==> config.mk <==
export PLATFORM = sky130hd
export DESIGN_NAME = tls_sni_hostname_extractor
export DESIGN_NICKNAME = d
export VERILOG_FILES = /design/src/hdl/tlssni_pkg.sv /design/src/hdl/tls_sni_hostname_extractor.sv
export VERILOG_INCLUDE_DIRS = /design/src /design/src/hdl
export SDC_FILE = /design/constraint.sdc
export NUM_CORES = 1
export LEC_CHECK = 0
export BUFFER_PORTS_ARGS = -buffer_cell sky130_fd_sc_hd__buf_2
export CORE_MARGIN = 2
export CORE_UTILIZATION = 40
export DETAILED_ROUTE_END_ITERATION = 12
export MAX_ROUTING_LAYER = met4
export PLACE_DENSITY = 0.59
export SYNTH_ARGS = -nofsm -noshare
export SYNTH_HDL_FRONTEND = slang
export SYNTH_SLANG_ARGS = --single-unit
==> constraint.sdc <==
create_clock -name clk_i -period 7.2 [get_ports clk_i]
set_input_delay 1.08 -clock clk_i [delete_from_list [all_inputs] [get_ports clk_i]]
set_output_delay 1.08 -clock clk_i [all_outputs]
set_load 0.05 [all_outputs]
==> src/hdl/assert_macros.svh <==
// Assertion macros used by the RTL file of the hostname extractor.
`ifndef ASSERT_MACROS_SVH
`define ASSERT_MACROS_SVH
`ifndef SYNTHESIS
// Checks that a property holds at every rising clock edge outside reset.
`define ASSERT_AT(lbl, clk, rstn, prop) \
  lbl: assert property (@(posedge clk) disable iff (!rstn) prop) \
    else $error("assertion failed");
// Checks that a condition never holds at a rising clock edge outside reset.
`define ASSERT_NEVER(lbl, clk, rstn, cond) \
  lbl: assert property (@(posedge clk) disable iff (!rstn) !(cond)) \
    else $error("forbidden condition seen");
`else
`define ASSERT_AT(lbl, clk, rstn, prop)
`define ASSERT_NEVER(lbl, clk, rstn, cond)
`endif
`endif

==> src/hdl/tlssni_pkg.sv <==
// Constants and types of the TLS SNI hostname extractor.
`timescale 1ns / 1ps
`default_nettype none
package tlssni_pkg;

  // Width of the sampled packet length.
  localparam int unsigned LENGTH_BITS = 16;
  // Width of byte positions within a packet.
  localparam int unsigned POS_W = 18;

  typedef logic [LENGTH_BITS-1:0] len_t;
  typedef logic [POS_W-1:0]       pos_t;
  typedef logic [POS_W:0]         wpos_t;

  localparam logic [7:0]  TLS_HANDSHAKE   = 8'h16;
  localparam logic [7:0]  HS_CLIENT_HELLO = 8'h01;
  localparam logic [7:0]  SNI_HOST_NAME   = 8'h00;
  localparam logic [15:0] VERSION_MIN     = 16'h0300;
  localparam logic [15:0] VERSION_MAX     = 16'h0304;
  localparam logic [15:0] EXT_SERVER_NAME = 16'h0000;

  localparam int unsigned MIN_PKT_LEN  = 9;
  localparam int unsigned RANDOM_LEN   = 32;
  localparam int unsigned REC_HDR_LEN  = 5;
  localparam int unsigned EXT_HDR_LEN  = 4;
  localparam int unsigned SNI_MIN_LIST = 3;
  localparam int unsigned SNI_MIN_EXT  = 5;
  // Session id length byte: record header, handshake header, version, random.
  localparam int unsigned SID_POS = REC_HDR_LEN + 4 + 2 + RANDOM_LEN;

  // Result queue.
  localparam int unsigned RES_DEPTH = 4;
  localparam int unsigned RES_AW    = $clog2(RES_DEPTH);

  // Output kinds.
  localparam logic KIND_NAME    = 1'b0;
  localparam logic KIND_VERDICT = 1'b1;

  typedef struct packed {
    logic       kind;
    logic [7:0] name_byte;
    logic       name_last;
    logic       found;
  } result_t;

endpackage
`default_nettype wire

==> src/hdl/tls_sni_hostname_extractor.sv <==
// Top level of the TLS ClientHello SNI hostname extractor.
//
// Packet payload bytes enter on the s_axis channel, one byte per beat.
// tuser marks the first byte of a packet, which restarts parsing and carries
// the packet length in tdata; tlast marks the final byte of the packet.
// Results leave on the m_axis channel: tuser is 0 for a hostname byte, with
// tlast on its final byte, and 1 for the verdict given on the last packet
// byte, with the found bit in tdata.
// Each accepted byte is parsed in the cycle it is accepted; its results go
// into the result queue feeding m_axis, at a sustained rate of one input
// beat per cycle while the receiver keeps up. The parse state and a
// four-entry result queue set that figure: a byte can push up to two
// results, so s_axis_tready_o is high while at least two queue entries are
// free. When the receiver stalls, the input stalls once over two results wait.
// Reset empties the queue and leaves the parser waiting for a first byte;
// bytes before any first byte are ignored, but a last byte there still
// yields a not-found verdict.
`timescale 1ns / 1ps
`default_nettype none
`include "assert_macros.svh"
module tls_sni_hostname_extractor (
  input  wire logic        clk_i,
  input  wire logic        rst_ni,
  input  wire logic        s_axis_tvalid_i,
  output logic             s_axis_tready_o,
  // tdata: data_byte [7:0], packet_length [23:8]
  input  wire logic [23:0] s_axis_tdata_i,
  // tuser: first_flag [0]
  input  wire logic        s_axis_tuser_i,
  input  wire logic        s_axis_tlast_i,
  output logic             m_axis_tvalid_o,
  input  wire logic        m_axis_tready_i,
  // tdata: name_byte [7:0], found [8], zero [15:9]
  output logic [15:0]      m_axis_tdata_o,
  // tuser: out_kind [0]
  output logic             m_axis_tuser_o,
  output logic             m_axis_tlast_o
);

  typedef enum logic [3:0] {
    ST_IDLE, ST_DONE, ST_HDR, ST_SID, ST_CS, ST_CM,
    ST_EXTLEN, ST_EXTHDR, ST_SNI, ST_NAME
  } stage_e;

  stage_e                  stage_q, stage_d;
  tlssni_pkg::pos_t        pos_q, pos_d;
  tlssni_pkg::pos_t        nfp_q, nfp_d;
  tlssni_pkg::len_t        held_q, held_d;
  logic [7:0]              acc_q, acc_d;
  tlssni_pkg::pos_t        ext_end_q, ext_end_d;
  logic [15:0]             ext_len_q, ext_len_d;
  logic [15:0]             ext_type_q, ext_type_d;
  logic [15:0]             names_q, names_d;
  logic                    found_q, found_d;

  tlssni_pkg::result_t     res_q [tlssni_pkg::RES_DEPTH];
  logic [tlssni_pkg::RES_AW-1:0] wr_ptr_q, wr_ptr_d, rd_ptr_q, rd_ptr_d;
  logic [tlssni_pkg::RES_AW:0]   cnt_q, cnt_d;

  logic                    s_fire, m_fire;
  logic [7:0]              in_byte;
  tlssni_pkg::len_t        in_len;
  logic                    in_first, in_last;

  // Parser state after a first byte is taken into account.
  stage_e                  cur_stage;
  tlssni_pkg::pos_t        cur_pos, cur_nfp, cur_ext_end;
  tlssni_pkg::len_t        cur_held;
  logic [7:0]              cur_acc;
  logic [15:0]             cur_ext_len, cur_ext_type, cur_names;
  logic                    cur_found;

  tlssni_pkg::pos_t        idx;
  logic [15:0]             word;
  logic                    eligible;
  logic                    name_push, name_last;
  logic [15:0]             names_dec;
  tlssni_pkg::wpos_t       body, sum;
  tlssni_pkg::result_t     ent0, ent1, head;
  logic [1:0]              push_n;

  // Decides between the next extension header and the end of parsing.
  function automatic stage_e ext_next(tlssni_pkg::pos_t nfp, tlssni_pkg::pos_t ext_end);
    tlssni_pkg::wpos_t hdr_end;
    hdr_end = tlssni_pkg::wpos_t'(nfp) + tlssni_pkg::wpos_t'(tlssni_pkg::EXT_HDR_LEN);
    if (hdr_end > tlssni_pkg::wpos_t'(ext_end)) begin
      return ST_DONE;
    end
    return ST_EXTHDR;
  endfunction

  assign in_byte  = s_axis_tdata_i[7:0];
  assign in_len   = tlssni_pkg::len_t'(s_axis_tdata_i[23:8]);
  assign in_first = s_axis_tuser_i;
  assign in_last  = s_axis_tlast_i;

  assign s_axis_tready_o = (cnt_q <= (tlssni_pkg::RES_AW+1)'(tlssni_pkg::RES_DEPTH - 2));
  assign s_fire          = s_axis_tvalid_i && s_axis_tready_o;
  assign m_axis_tvalid_o = (cnt_q != '0);
  assign m_fire          = m_axis_tvalid_o && m_axis_tready_i;

  assign head           = res_q[rd_ptr_q];
  assign m_axis_tdata_o = {7'b0, head.found, head.name_byte};
  assign m_axis_tuser_o = head.kind;
  assign m_axis_tlast_o = head.name_last;

  always_comb begin
    if (in_first) begin
      cur_held     = in_len;
      cur_stage    = (in_len < tlssni_pkg::len_t'(tlssni_pkg::MIN_PKT_LEN)) ? ST_DONE : ST_HDR;
      cur_pos      = '0;
      cur_nfp      = '0;
      cur_acc      = '0;
      cur_ext_end  = '0;
      cur_ext_len  = '0;
      cur_ext_type = '0;
      cur_names    = '0;
      cur_found    = 1'b0;
    end else begin
      cur_held     = held_q;
      cur_stage    = stage_q;
      cur_pos      = pos_q;
      cur_nfp      = nfp_q;
      cur_acc      = acc_q;
      cur_ext_end  = ext_end_q;
      cur_ext_len  = ext_len_q;
      cur_ext_type = ext_type_q;
      cur_names    = names_q;
      cur_found    = found_q;
    end
  end

  always_comb begin
    idx       = cur_pos - cur_nfp;
    word      = {cur_acc, in_byte};
    names_dec = cur_names - 16'd1;
    eligible  = (cur_stage != ST_IDLE) && (cur_stage != ST_DONE) &&
                (cur_pos < tlssni_pkg::pos_t'(cur_held)) && (cur_pos >= cur_nfp);
    body      = tlssni_pkg::wpos_t'(cur_nfp) + tlssni_pkg::wpos_t'(tlssni_pkg::EXT_HDR_LEN);
    sum       = '0;
    name_push = 1'b0;
    name_last = 1'b0;

    stage_d    = cur_stage;
    nfp_d      = cur_nfp;
    held_d     = cur_held;
    acc_d      = cur_acc;
    ext_end_d  = cur_ext_end;
    ext_len_d  = cur_ext_len;
    ext_type_d = cur_ext_type;
    names_d    = cur_names;
    found_d    = cur_found;

    if (eligible) begin
      case (cur_stage)
        ST_HDR: begin
          if (idx == tlssni_pkg::pos_t'(0)) begin
            if (in_byte != tlssni_pkg::TLS_HANDSHAKE) stage_d = ST_DONE;
          end else if (idx == tlssni_pkg::pos_t'(1) || idx == tlssni_pkg::pos_t'(3)) begin
            acc_d = in_byte;
          end else if (idx == tlssni_pkg::pos_t'(2)) begin
            if (word < tlssni_pkg::VERSION_MIN || word > tlssni_pkg::VERSION_MAX) begin
              stage_d = ST_DONE;
            end
          end else if (idx == tlssni_pkg::pos_t'(4)) begin
            // Record length must fit behind the record header.
            if (tlssni_pkg::wpos_t'(word) > tlssni_pkg::wpos_t'(cur_held) -
                tlssni_pkg::wpos_t'(tlssni_pkg::REC_HDR_LEN)) begin
              stage_d = ST_DONE;
            end
          end else if (idx == tlssni_pkg::pos_t'(5)) begin
            if (in_byte != tlssni_pkg::HS_CLIENT_HELLO) begin
              stage_d = ST_DONE;
            end else begin
              nfp_d   = tlssni_pkg::pos_t'(tlssni_pkg::SID_POS);
              stage_d = ST_SID;
            end
          end
        end
        ST_SID: begin
          nfp_d   = cur_pos + tlssni_pkg::pos_t'(1) + tlssni_pkg::pos_t'(in_byte);
          stage_d = ST_CS;
        end
        ST_CS: begin
          if (idx == tlssni_pkg::pos_t'(0)) begin
            acc_d = in_byte;
          end else begin
            nfp_d   = cur_nfp + tlssni_pkg::pos_t'(2) + tlssni_pkg::pos_t'(word);
            stage_d = ST_CM;
          end
        end
        ST_CM: begin
          nfp_d   = cur_pos + tlssni_pkg::pos_t'(1) + tlssni_pkg::pos_t'(in_byte);
          stage_d = ST_EXTLEN;
        end
        ST_EXTLEN: begin
          if (idx == tlssni_pkg::pos_t'(0)) begin
            acc_d = in_byte;
          end else begin
            nfp_d = cur_nfp + tlssni_pkg::pos_t'(2);
            sum   = tlssni_pkg::wpos_t'(nfp_d) + tlssni_pkg::wpos_t'(word);
            // The extension block may not run past the packet.
            if (sum > tlssni_pkg::wpos_t'(cur_held)) begin
              ext_end_d = tlssni_pkg::pos_t'(cur_held);
            end else begin
              ext_end_d = tlssni_pkg::pos_t'(sum);
            end
            stage_d = ext_next(nfp_d, ext_end_d);
          end
        end
        ST_EXTHDR: begin
          if (idx == tlssni_pkg::pos_t'(0) || idx == tlssni_pkg::pos_t'(2)) begin
            acc_d = in_byte;
          end else if (idx == tlssni_pkg::pos_t'(1)) begin
            ext_type_d = word;
          end else if (idx == tlssni_pkg::pos_t'(3)) begin
            ext_len_d = word;
            sum       = body + tlssni_pkg::wpos_t'(word);
            if (sum > tlssni_pkg::wpos_t'(cur_ext_end)) begin
              stage_d = ST_DONE;
            end else if (cur_ext_type == tlssni_pkg::EXT_SERVER_NAME) begin
              if (word < 16'(tlssni_pkg::SNI_MIN_EXT)) begin
                stage_d = ST_DONE;
              end else begin
                nfp_d   = tlssni_pkg::pos_t'(body);
                stage_d = ST_SNI;
              end
            end else begin
              nfp_d   = tlssni_pkg::pos_t'(sum);
              stage_d = ext_next(nfp_d, cur_ext_end);
            end
          end
        end
        ST_SNI: begin
          if (idx == tlssni_pkg::pos_t'(0) || idx == tlssni_pkg::pos_t'(3)) begin
            acc_d = in_byte;
          end else if (idx == tlssni_pkg::pos_t'(1)) begin
            if (word < 16'(tlssni_pkg::SNI_MIN_LIST)) stage_d = ST_DONE;
          end else if (idx == tlssni_pkg::pos_t'(2)) begin
            if (in_byte != tlssni_pkg::SNI_HOST_NAME) stage_d = ST_DONE;
          end else if (idx == tlssni_pkg::pos_t'(4)) begin
            if (word > cur_ext_len - 16'(tlssni_pkg::SNI_MIN_EXT)) begin
              stage_d = ST_DONE;
            end else if (word == 16'd0) begin
              // An empty name still counts as found.
              found_d = 1'b1;
              stage_d = ST_DONE;
            end else begin
              names_d = word;
              stage_d = ST_NAME;
            end
          end
        end
        ST_NAME: begin
          names_d   = names_dec;
          name_push = 1'b1;
          name_last = (names_dec == 16'd0);
          if (names_dec == 16'd0) begin
            found_d = 1'b1;
            stage_d = ST_DONE;
          end
        end
        default: begin
        end
      endcase
    end

    if (cur_stage != ST_IDLE) begin
      pos_d = (&cur_pos) ? cur_pos : cur_pos + tlssni_pkg::pos_t'(1);
    end else begin
      pos_d = cur_pos;
    end

    ent0.kind      = tlssni_pkg::KIND_NAME;
    ent0.name_byte = in_byte;
    ent0.name_last = name_last;
    ent0.found     = 1'b0;
    ent1.kind      = tlssni_pkg::KIND_VERDICT;
    ent1.name_byte = 8'd0;
    ent1.name_last = 1'b0;
    ent1.found     = found_d;
    if (!name_push) ent0 = ent1;
    push_n = s_fire ? ({1'b0, name_push} + {1'b0, in_last}) : 2'd0;

    // The verdict closes the packet and returns the parser to idle.
    if (in_last) begin
      stage_d    = ST_IDLE;
      pos_d      = '0;
      nfp_d      = '0;
      held_d     = '0;
      acc_d      = '0;
      ext_end_d  = '0;
      ext_len_d  = '0;
      ext_type_d = '0;
      names_d    = '0;
      found_d    = 1'b0;
    end

    wr_ptr_d = wr_ptr_q + tlssni_pkg::RES_AW'(push_n);
    rd_ptr_d = rd_ptr_q + tlssni_pkg::RES_AW'(m_fire);
    cnt_d    = cnt_q + (tlssni_pkg::RES_AW+1)'(push_n) - (tlssni_pkg::RES_AW+1)'(m_fire);
  end

  always_ff @(posedge clk_i or negedge rst_ni) begin
    if (!rst_ni) begin
      stage_q    <= ST_IDLE;
      pos_q      <= '0;
      nfp_q      <= '0;
      held_q     <= '0;
      acc_q      <= '0;
      ext_end_q  <= '0;
      ext_len_q  <= '0;
      ext_type_q <= '0;
      names_q    <= '0;
      found_q    <= 1'b0;
      wr_ptr_q   <= '0;
      rd_ptr_q   <= '0;
      cnt_q      <= '0;
    end else begin
      if (s_fire) begin
        stage_q    <= stage_d;
        pos_q      <= pos_d;
        nfp_q      <= nfp_d;
        held_q     <= held_d;
        acc_q      <= acc_d;
        ext_end_q  <= ext_end_d;
        ext_len_q  <= ext_len_d;
        ext_type_q <= ext_type_d;
        names_q    <= names_d;
        found_q    <= found_d;
      end
      wr_ptr_q <= wr_ptr_d;
      rd_ptr_q <= rd_ptr_d;
      cnt_q    <= cnt_d;
    end
  end

  // Result queue storage; a beat that pushes two results fills two entries.
  always_ff @(posedge clk_i) begin
    if (push_n != 2'd0) res_q[wr_ptr_q] <= ent0;
    if (push_n == 2'd2) res_q[wr_ptr_q + tlssni_pkg::RES_AW'(1)] <= ent1;
  end

  `ASSERT_NEVER(a_queue_overflow, clk_i, rst_ni,
    cnt_q > (tlssni_pkg::RES_AW+1)'(tlssni_pkg::RES_DEPTH))
  `ASSERT_AT(a_last_name_sets_found, clk_i, rst_ni,
    (s_fire && name_push && name_last && !in_last) |=> found_q)
  `ASSERT_AT(a_verdict_goes_idle, clk_i, rst_ni,
    (s_fire && in_last) |=> (stage_q == ST_IDLE && found_q == 1'b0))
  `ASSERT_AT(a_push_wakes_output, clk_i, rst_ni,
    (push_n != 2'd0) |=> m_axis_tvalid_o)

endmodule
`default_nettype wire

==> out/qor.csv, run 1 <==
stage;metric;value;unit
worst_setup_path;critical path type;input port to flip-flop;
worst_setup_path;flop2flop setup slack;510;ps
worst_setup_path;critical path capture point type;flip-flop;
synthesis;Post-synth EDFFs;4;
die;Die ar.;48100;um2
worst_setup_path;Crit path largest cell delay;580;ps
sta;Max Fclk;0.145;GHz
sta;Fin Clk Skew;19.0;ps
layout;Fill cells;4522;
routing;Antenna Violating Nets Remaining;0;
sta;Slew HR;34.8;%
hold_path;WHS Endpoint;res_q[1][1];
sta;fin. max-slew vios;0;
clocking;clk slew on worst S/H paths;90;ps
synthesis;Mean Syn Cell Area;8.15;um2
sta;final number of hold-violating endpoints;0;
worst_setup_path;CP max FO;10;
routing;Iter 0 DRT Violations;1809;
routing;vias per cell;6.22;
layout;Post-layout nets;2653;
placed_design;GPL Wtd Cong;1.03;
die;core footprint;45600;um2
clocking;CTS Hold Bufs;0;
clocking;clk buf depth;2;
sta;worst-margin pin slew;977;ps
synthesis;post-synthesis sequential area ratio;23.6;%
layout;P&R area growth vs syn;15.7;%
routing;DR vias;18971;
global_routing;largest net degree at the start of global routing;82;
routing;Initial DRT Pass Iterations;6;
global_routing;first-pass GRT wire length;114000;um
layout;share of cells above drive strength 1;15.5;%
worst_setup_path;crit path max-delay cell type;or4_4;
routing;DRC violations left;0;
sta;final setup violation count;0;
sta;Tmin final;6920;ps
clocking;Num CTS Buffers;17;
hold_path;Worst Hold Class;flip-flop to flip-flop;
layout;Non-Filler Instances;3048;
synthesis;Synth Instances;2272;
placed_design;DP Area;20700;um2
layout;register area;4370;um2
clocking;CTS tree;done;
sta;period utilisation layout;96.1;%
status;status;complete, no violations;
placed_design;DP Wirelength;59200;um
sta;hold slack;457;ps
global_routing;initial antenna violation count;0;
synthesis;Synth async-reset ratio;75.8;%
worst_setup_path;Crit. Startpoint;s_axis_tuser_i;
die;Initial Utilization;40.6;%
layout;fin area;21400;um2
global_routing;vias in the first global route;18258;
worst_setup_path;cell mode on critical path;ha_1;
die;I/O Pins;50;
power_and_ir_drop;static leakage;9.62;nW
worst_setup_path;startpoint class of the critical path;input port;
synthesis;Most used DFF post-synth;dfrtp_1;
routing;met3 routed WL;5020;um
placed_design;Buffers on Ports;42;
hold_path;hold depth;2;
routing;Total Routed Length;75600;um
die;chip width;219;um
layout;most common cell after layout, fill and taps aside;nand2_1;
synthesis;mapped cell area;18500;um2
clocking;Skew-Pair Late Insertion Delay;520;ps
routing;met2 wire len;33900;um
synthesis;yosys warns;0;
hold_path;Hold Startpoint;res_q[1][1];
power_and_ir_drop;cell area power density;220;nW/um2
synthesis;Netlist cell types;102;
flow_run;maxcap violations;0;
worst_setup_path;cells on worst reg2reg path;33;
global_routing;grt ovf;0;
power_and_ir_drop;Max VDD drop;199;uV
routing;wire length per cell;24.8;um
layout;area of the multi-input gates;13600;um2
worst_setup_path;R2R Path End;stage_q[1];
die;row cnt;78;
clocking;CTS Sinks;182;
routing;routed length on met1;32500;um
routing;uppermost layer routed;met4;
die;Die Y;219;um
worst_setup_path;Worst R2R Start;nfp_q[2];
placed_design;DP Cell Count;3013;
synthesis;register bit count reported by yosys;182;
worst_setup_path;Critical Path RT;7630;ps
clocking;CTS root buf;clkbuf_16;
layout;most frequent cells in the layout;nand2_1 (241), buf_4 (206), ha_1 (184), nor2_1 (157), dfrtp_1 (138);
clocking;H-tree depth reported by CTS;4;
global_routing;Total GRT Usage;32.8;%
worst_setup_path;Arr. time, crit path;7350;ps
## what timing repair did
| item | in CTS | in global routing |
|---|---|---|
| resized for setup | 2 | 22 |
| endpoints found under the setup margin | 2 | 2 |
| pin swaps | 0 | 11 |
| buffers inserted | 0 | 2 |
## stage by stage
stage	TNS, ps	util [%]	setup slack (ps)	power, mW
floorplan	0	-	8.35	2.77
global placement	-1120	45.3	-589	3.56
detailed placement	-1210	45.3	-638	3.59
CTS	0	46.7	39.8	4.67
global route	-65.4	47.0	-50.0	4.96
finish	0	47.0	282	4.71
## critical path, delay by kind of cell
| kind | cells | cell delay, ps |
|---|---|---|
| AND/OR/NAND/NOR | 15 | 2810 |
| AO/OA/AOI/OAI | 9 | 1590 |
| adder cells (fa/ha/maj) | 3 | 940 |
| buffers and inverters | 4 | 550 |
| XOR/XNOR | 2 | 360 |
## Yosys cell counts, types with 14 or more instances
cell | n | area (um2)
inv_1 | 77 | 289
nor3_1 | 48 | 240
xor2_1 | 55 | 482
buf_2 | 24 | 120
and2_1 | 31 | 194
a221o_1 | 16 | 160
a31oi_1 | 23 | 144
o2bb2ai_1 | 20 | 175
nor2b_1 | 65 | 407
a21oi_1 | 118 | 591
nand3_1 | 83 | 415
a21o_1 | 44 | 330
or3_1 | 18 | 113
and3_1 | 19 | 119
nand4_1 | 40 | 250
dfrtp_1 | 138 | 3450
nor2_1 | 161 | 604
nand3b_1 | 14 | 105
dfxtp_1 | 40 | 801
o21ai_0 | 130 | 651
a22o_1 | 82 | 718
clkbuf_1 | 71 | 267
a211oi_1 | 16 | 120
a22oi_1 | 16 | 120
mux2i_1 | 31 | 310
o21a_1 | 29 | 218
nand2_1 | 242 | 908
o211ai_1 | 15 | 113
nand2b_1 | 22 | 138
and4_1 | 15 | 131
o31ai_1 | 23 | 173
xnor2_1 | 109 | 955
nor4_1 | 20 | 125
ha_1 | 186 | 2330
## logic make-up after synthesis
logic type | share of synthesized area (%)
xor+xnor | 7.84
buf+inv | 4.30
flops | 23.6
mux | 3.63
other cells | 0.0405
compound gates | 24.6
simple gates | 23.0
fa+ha+maj | 12.9
## area by class of cell
cell class,instances,share of cell area [%]
antenna,1,0.0117
sequential,182,20.4
timing repair buffer,249,8.31
tap,600,3.50
clock inverter,15,1.03
clock buffer,17,1.99
multi-input combinational,1906,63.4
inverter,78,1.37
## flip-flops by register name, indices dropped and copies added (netlist names)
name / flops
cnt_q: 3
rd_ptr_q: 2
res_q: 44
pos_q: 18
ext_end_q: 18
held_q: 16
ext_type_q: 16
ext_len_q: 16
names_q: 16
stage_q: 4
nfp_q: 18
found_q: 1
acc_q: 8
wr_ptr_q: 2
## worst max path at each step
stage	end	cells past startpoint	slack, ps
after floorplan	stage_q[1]	39	8
after global placement	stage_q[1]	34	-590
after detailed placement	stage_q[1]	34	-640
after CTS	stage_q[1]	33	40
after global routing	stage_q[1]	36	-50
final	stage_q[1]	33	280
## report_power, final
group | internal (mW) | switching, mW | total (mW)
combinational | 0.865 | 1.52 | 2.38
sequential | 1.12 | 0.143 | 1.26
clock | 0.493 | 0.571 | 1.06
## layer usage
metal | track usage, % | up-vias
met2 | 50.8 | 786
met4 | 16.6 | 0
met5 | - | -
li1 | - | 8778
met1 | 41.3 | 9249
met3 | 5.27 | 158
(Power assumes the default switching activity.)
==> inputs of run 2 (changes only) <==
--- a/config.mk
+++ b/config.mk
@@ -7,11 +7,13 @@
 export NUM_CORES = 1
 export LEC_CHECK = 0
 export BUFFER_PORTS_ARGS = -buffer_cell sky130_fd_sc_hd__buf_2
+export CELL_PAD_IN_SITES_DETAIL_PLACEMENT = 1
+export CELL_PAD_IN_SITES_GLOBAL_PLACEMENT = 1
 export CORE_MARGIN = 2
 export CORE_UTILIZATION = 40
 export DETAILED_ROUTE_END_ITERATION = 12
 export MAX_ROUTING_LAYER = met4
-export PLACE_DENSITY = 0.59
+export PLACE_DENSITY = 0.74
 export SYNTH_ARGS = -nofsm -noshare
 export SYNTH_HDL_FRONTEND = slang
 export SYNTH_SLANG_ARGS = --single-unit
==> run 2 against run 1 <==
Net effect:
- sequential power barely moved
- die area unchanged
- cell area is 0.67% higher
- setup slack got worse by 200 ps
- sequential share of layout area is 0.13 points lower
- largest cell class unchanged
- core utilization is 0.31 points higher
- first-iteration DRC count shrank 8.2%
- worst hold slack improved by 5.4 ps
- critical path depth grew 1
- maximum frequency shrank 2.8%
- clock skew shrank 1.7 ps
- clock-buffer cell count is the same
==> out/qor.csv, run 2 (same netlist as run 1, synthesis figures left out) <==
stage;metric;value;unit;change
layout;final core occ;47.3;%;+0.31 points
power_and_ir_drop;Comb pwr share;51.6;%;+1.0 points
sta;Fin Clk Skew;17.3;ps;-1.67 ps
sta;final number of hold-violating endpoints;0;;unchanged
power_and_ir_drop;clock power share;21.7;%;-0.9 points
global_routing;largest net degree at the start of global routing;80;;-2.4%
sta;period utilisation layout;98.8;%;+2.7 points
worst_setup_path;Arr. time, crit path;7540;ps;+190 ps
placed_design;DP Cell Count;3003;;-0.33%
layout;most common cell after layout, fill and taps aside;nand2_1;;
worst_setup_path;crit path max-delay cell type;or4_4;;
global_routing;Total GRT Usage;35.1;%;+2.3 points
sta;fin. max-slew vios;0;;unchanged
sta;hold slack;462;ps;+5.37 ps
routing;DRC violations left;0;;unchanged
routing;Total Routed Length;81300;um;+7.5%
power_and_ir_drop;Total Power;4.74;mW;+0.78%
clocking;CTS root buf;clkbuf_16;;
power_and_ir_drop;net load switching power;2.27;mW;+1.6%
sta;Tmin final;7110;ps;+196 ps
worst_setup_path;critical path type;input port to flip-flop;;
routing;DR vias;19524;;+2.9%
global_routing;grt ovf;0;;unchanged
sta;Max Fclk;0.141;GHz;-2.8%
clocking;H-tree depth reported by CTS;4;;unchanged
worst_setup_path;critical path capture point type;flip-flop;;
clocking;clk slew on worst S/H paths;90;ps;about the same
placed_design;DP Wirelength;63800;um;+7.8%
layout;max reg flops;44;;unchanged
layout;P&R area growth vs syn;16.4;%;
routing;Initial DRT Pass Iterations;5;;-1
die;I/O Pins;50;;unchanged
routing;Iter 0 DRT Violations;1660;;-8.2%
worst_setup_path;Critical Path RT;7620;ps;about the same
sta;final setup violation count;0;;unchanged
clocking;Num CTS Buffers;17;;unchanged
clocking;Skew-Pair Late Insertion Delay;510;ps;about the same
die;Initial Utilization;40.6;%;unchanged
layout;ANT cells;0;;-1
status;status;complete, no violations;;
placed_design;GPL Wtd Cong;1.04;;+0.75%
die;Die Y;219;um;unchanged
worst_setup_path;startpoint class of the critical path;input port;;
routing;vias per cell;6.41;;+3.1%
worst_setup_path;Worst R2R Start;nfp_q[1];;
clocking;CTS Sinks;182;;unchanged
power_and_ir_drop;static leakage;9.64;nW;+0.13%
layout;most frequent cells in the layout;nand2_1 (239), buf_4 (201), ha_1 (181), nor2_1 (157), dfrtp_1 (138);;
die;row cnt;78;;unchanged
power_and_ir_drop;cell area power density;220;nW/um2;+0.11%
sta;Slew HR;39.2;%;+4.3 points
routing;wire length per cell;26.7;um;+7.6%
clocking;CTS tree;done;;
global_routing;initial antenna violation count;1;;+1
global_routing;vias in the first global route;19794;;+8.4%
clocking;clk buf depth;2;;unchanged
global_routing;first-pass GRT wire length;123000;um;+7.9%
placed_design;Buffers on Ports;42;;unchanged
hold_path;Worst Hold Class;flip-flop to flip-flop;;
power_and_ir_drop;Sw Share;47.8;%;+0.41 points
routing;Antenna Violating Nets Remaining;0;;unchanged
hold_path;Hold Startpoint;res_q[3][1];;
power_and_ir_drop;Reg power frac;26.6;%;-0.2 points
worst_setup_path;Crit path largest cell delay;590;ps;about the same
die;core footprint;45600;um2;unchanged
worst_setup_path;CP max FO;10;;unchanged
worst_setup_path;delay-heaviest family, CP;simple AND/OR/NAND/NOR gates;;
worst_setup_path;Crit. Startpoint;s_axis_tuser_i;;
layout;Non-Filler Instances;3044;;-0.13%
clocking;CTS Hold Bufs;0;;unchanged
power_and_ir_drop;Max VDD drop;192;uV;-3.6%
worst_setup_path;buffers and inverters on the worst path;4;;unchanged
layout;share of cells above drive strength 1;16.4;%;+0.84 points
layout;Biggest register;res_q;;
power_and_ir_drop;Internal;2.48;mW;about the same
die;chip width;219;um;unchanged
layout;Fill cells;5476;;+21%
layout;Post-layout nets;2650;;-0.11%
die;Die ar.;48100;um2;unchanged
sta;worst-margin pin slew;905;ps;-72.2 ps
flow_run;maxcap violations;0;;unchanged
run 2: cell count changes in the layout (fill, tap and decap cells not counted), moves of 3 or more:
cell and change:
nor2_4 +3, nor2_2 -3, o21ai_1 +5, clkinv_8 +3, o21ai_0 -6, buf_4 -5
mux2i_1 -3, mux2i_2 +3, ha_4 +3, inv_8 -3, ha_1 -3
run 2: cell type report:
type | count | area (um2) | area share (%)
clock buffers | 17 | 425 | 1.97
clock inverters | 15 | 220 | 1.02
repair buffers | 246 | 1760 | 8.16
multi-input cells | 1906 | 13700 | 63.7
well taps | 600 | 751 | 3.48
flip-flops and latches | 182 | 4370 | 20.3
inverters | 78 | 293 | 1.36
run 2: final timing paths:
path,cells after the start,endpoint,slack (ps)
max reg2reg,32,stage_q[1],170
max in group asynchronous,2,ext_end_q[16],5170
min,2,res_q[3][1],460
max,34,stage_q[1],90
min in group asynchronous,1,rd_ptr_q[1],600
min reg2reg,2,res_q[3][1],460
run 2: power groups by stage:
stage | clock (mW) | combinational, mW | sequential (mW)
2_1_floorplan | 0 | 1.58 | 1.19
3_5_place_dp | 0 | 2.35 | 1.28
4_1_cts | 1.05 | 2.36 | 1.26
5_1_grt | 1.09 | 2.63 | 1.28
3_3_place_gp | 0 | 2.27 | 1.28
6_report | 1.03 | 2.45 | 1.26
run 2: timing repair:
| action | in CTS | in global routing |
|---|---|---|
| pin swaps | 3 | 32 |
| cloned | 0 | 1 |
| setup buffers | 1 | 8 |
| gates resized for setup | 7 | 55 |
| setup endpoints to repair | 2 | 2 |
run 2: worst reg2reg max path: cells and delay by family (launching register included):
family                   cells  cell delay (ps)
buffers and inverters        4              630
AND/OR/NAND/NOR             13             2470
AO/OA/AOI/OAI               10             1890
multiplexers                 1              280
XOR/XNOR                     1              250
flip-flops                   1              580
adder cells (fa/ha/maj)      3              850
run 2: routing by layer:
| layer | routed length, um | vias to the layer above | global-route usage [%] |
|---|---|---|---|
| li1 | - | 8714 | - |
| met1 | 33800 | 9828 | 43.5 |
| met2 | 36400 | 750 | 53.5 |
| met3 | 5660 | 232 | 5.97 |
| met4 | 5400 | 0 | 20.8 |
| met5 | 0 | - | - |
run 2: per-stage QoR:
step / cell area, um2 / setup slack, ps / TNS [ps]
detailed placement: 20600 / -744 / -1420
floorplan: 18700 / 8.35 / 0
global placement: 20600 / -487 / -915
CTS: 21300 / 3.53 / 0
finish: 21600 / 86.3 / 0
global route: 21600 / -227 / -396
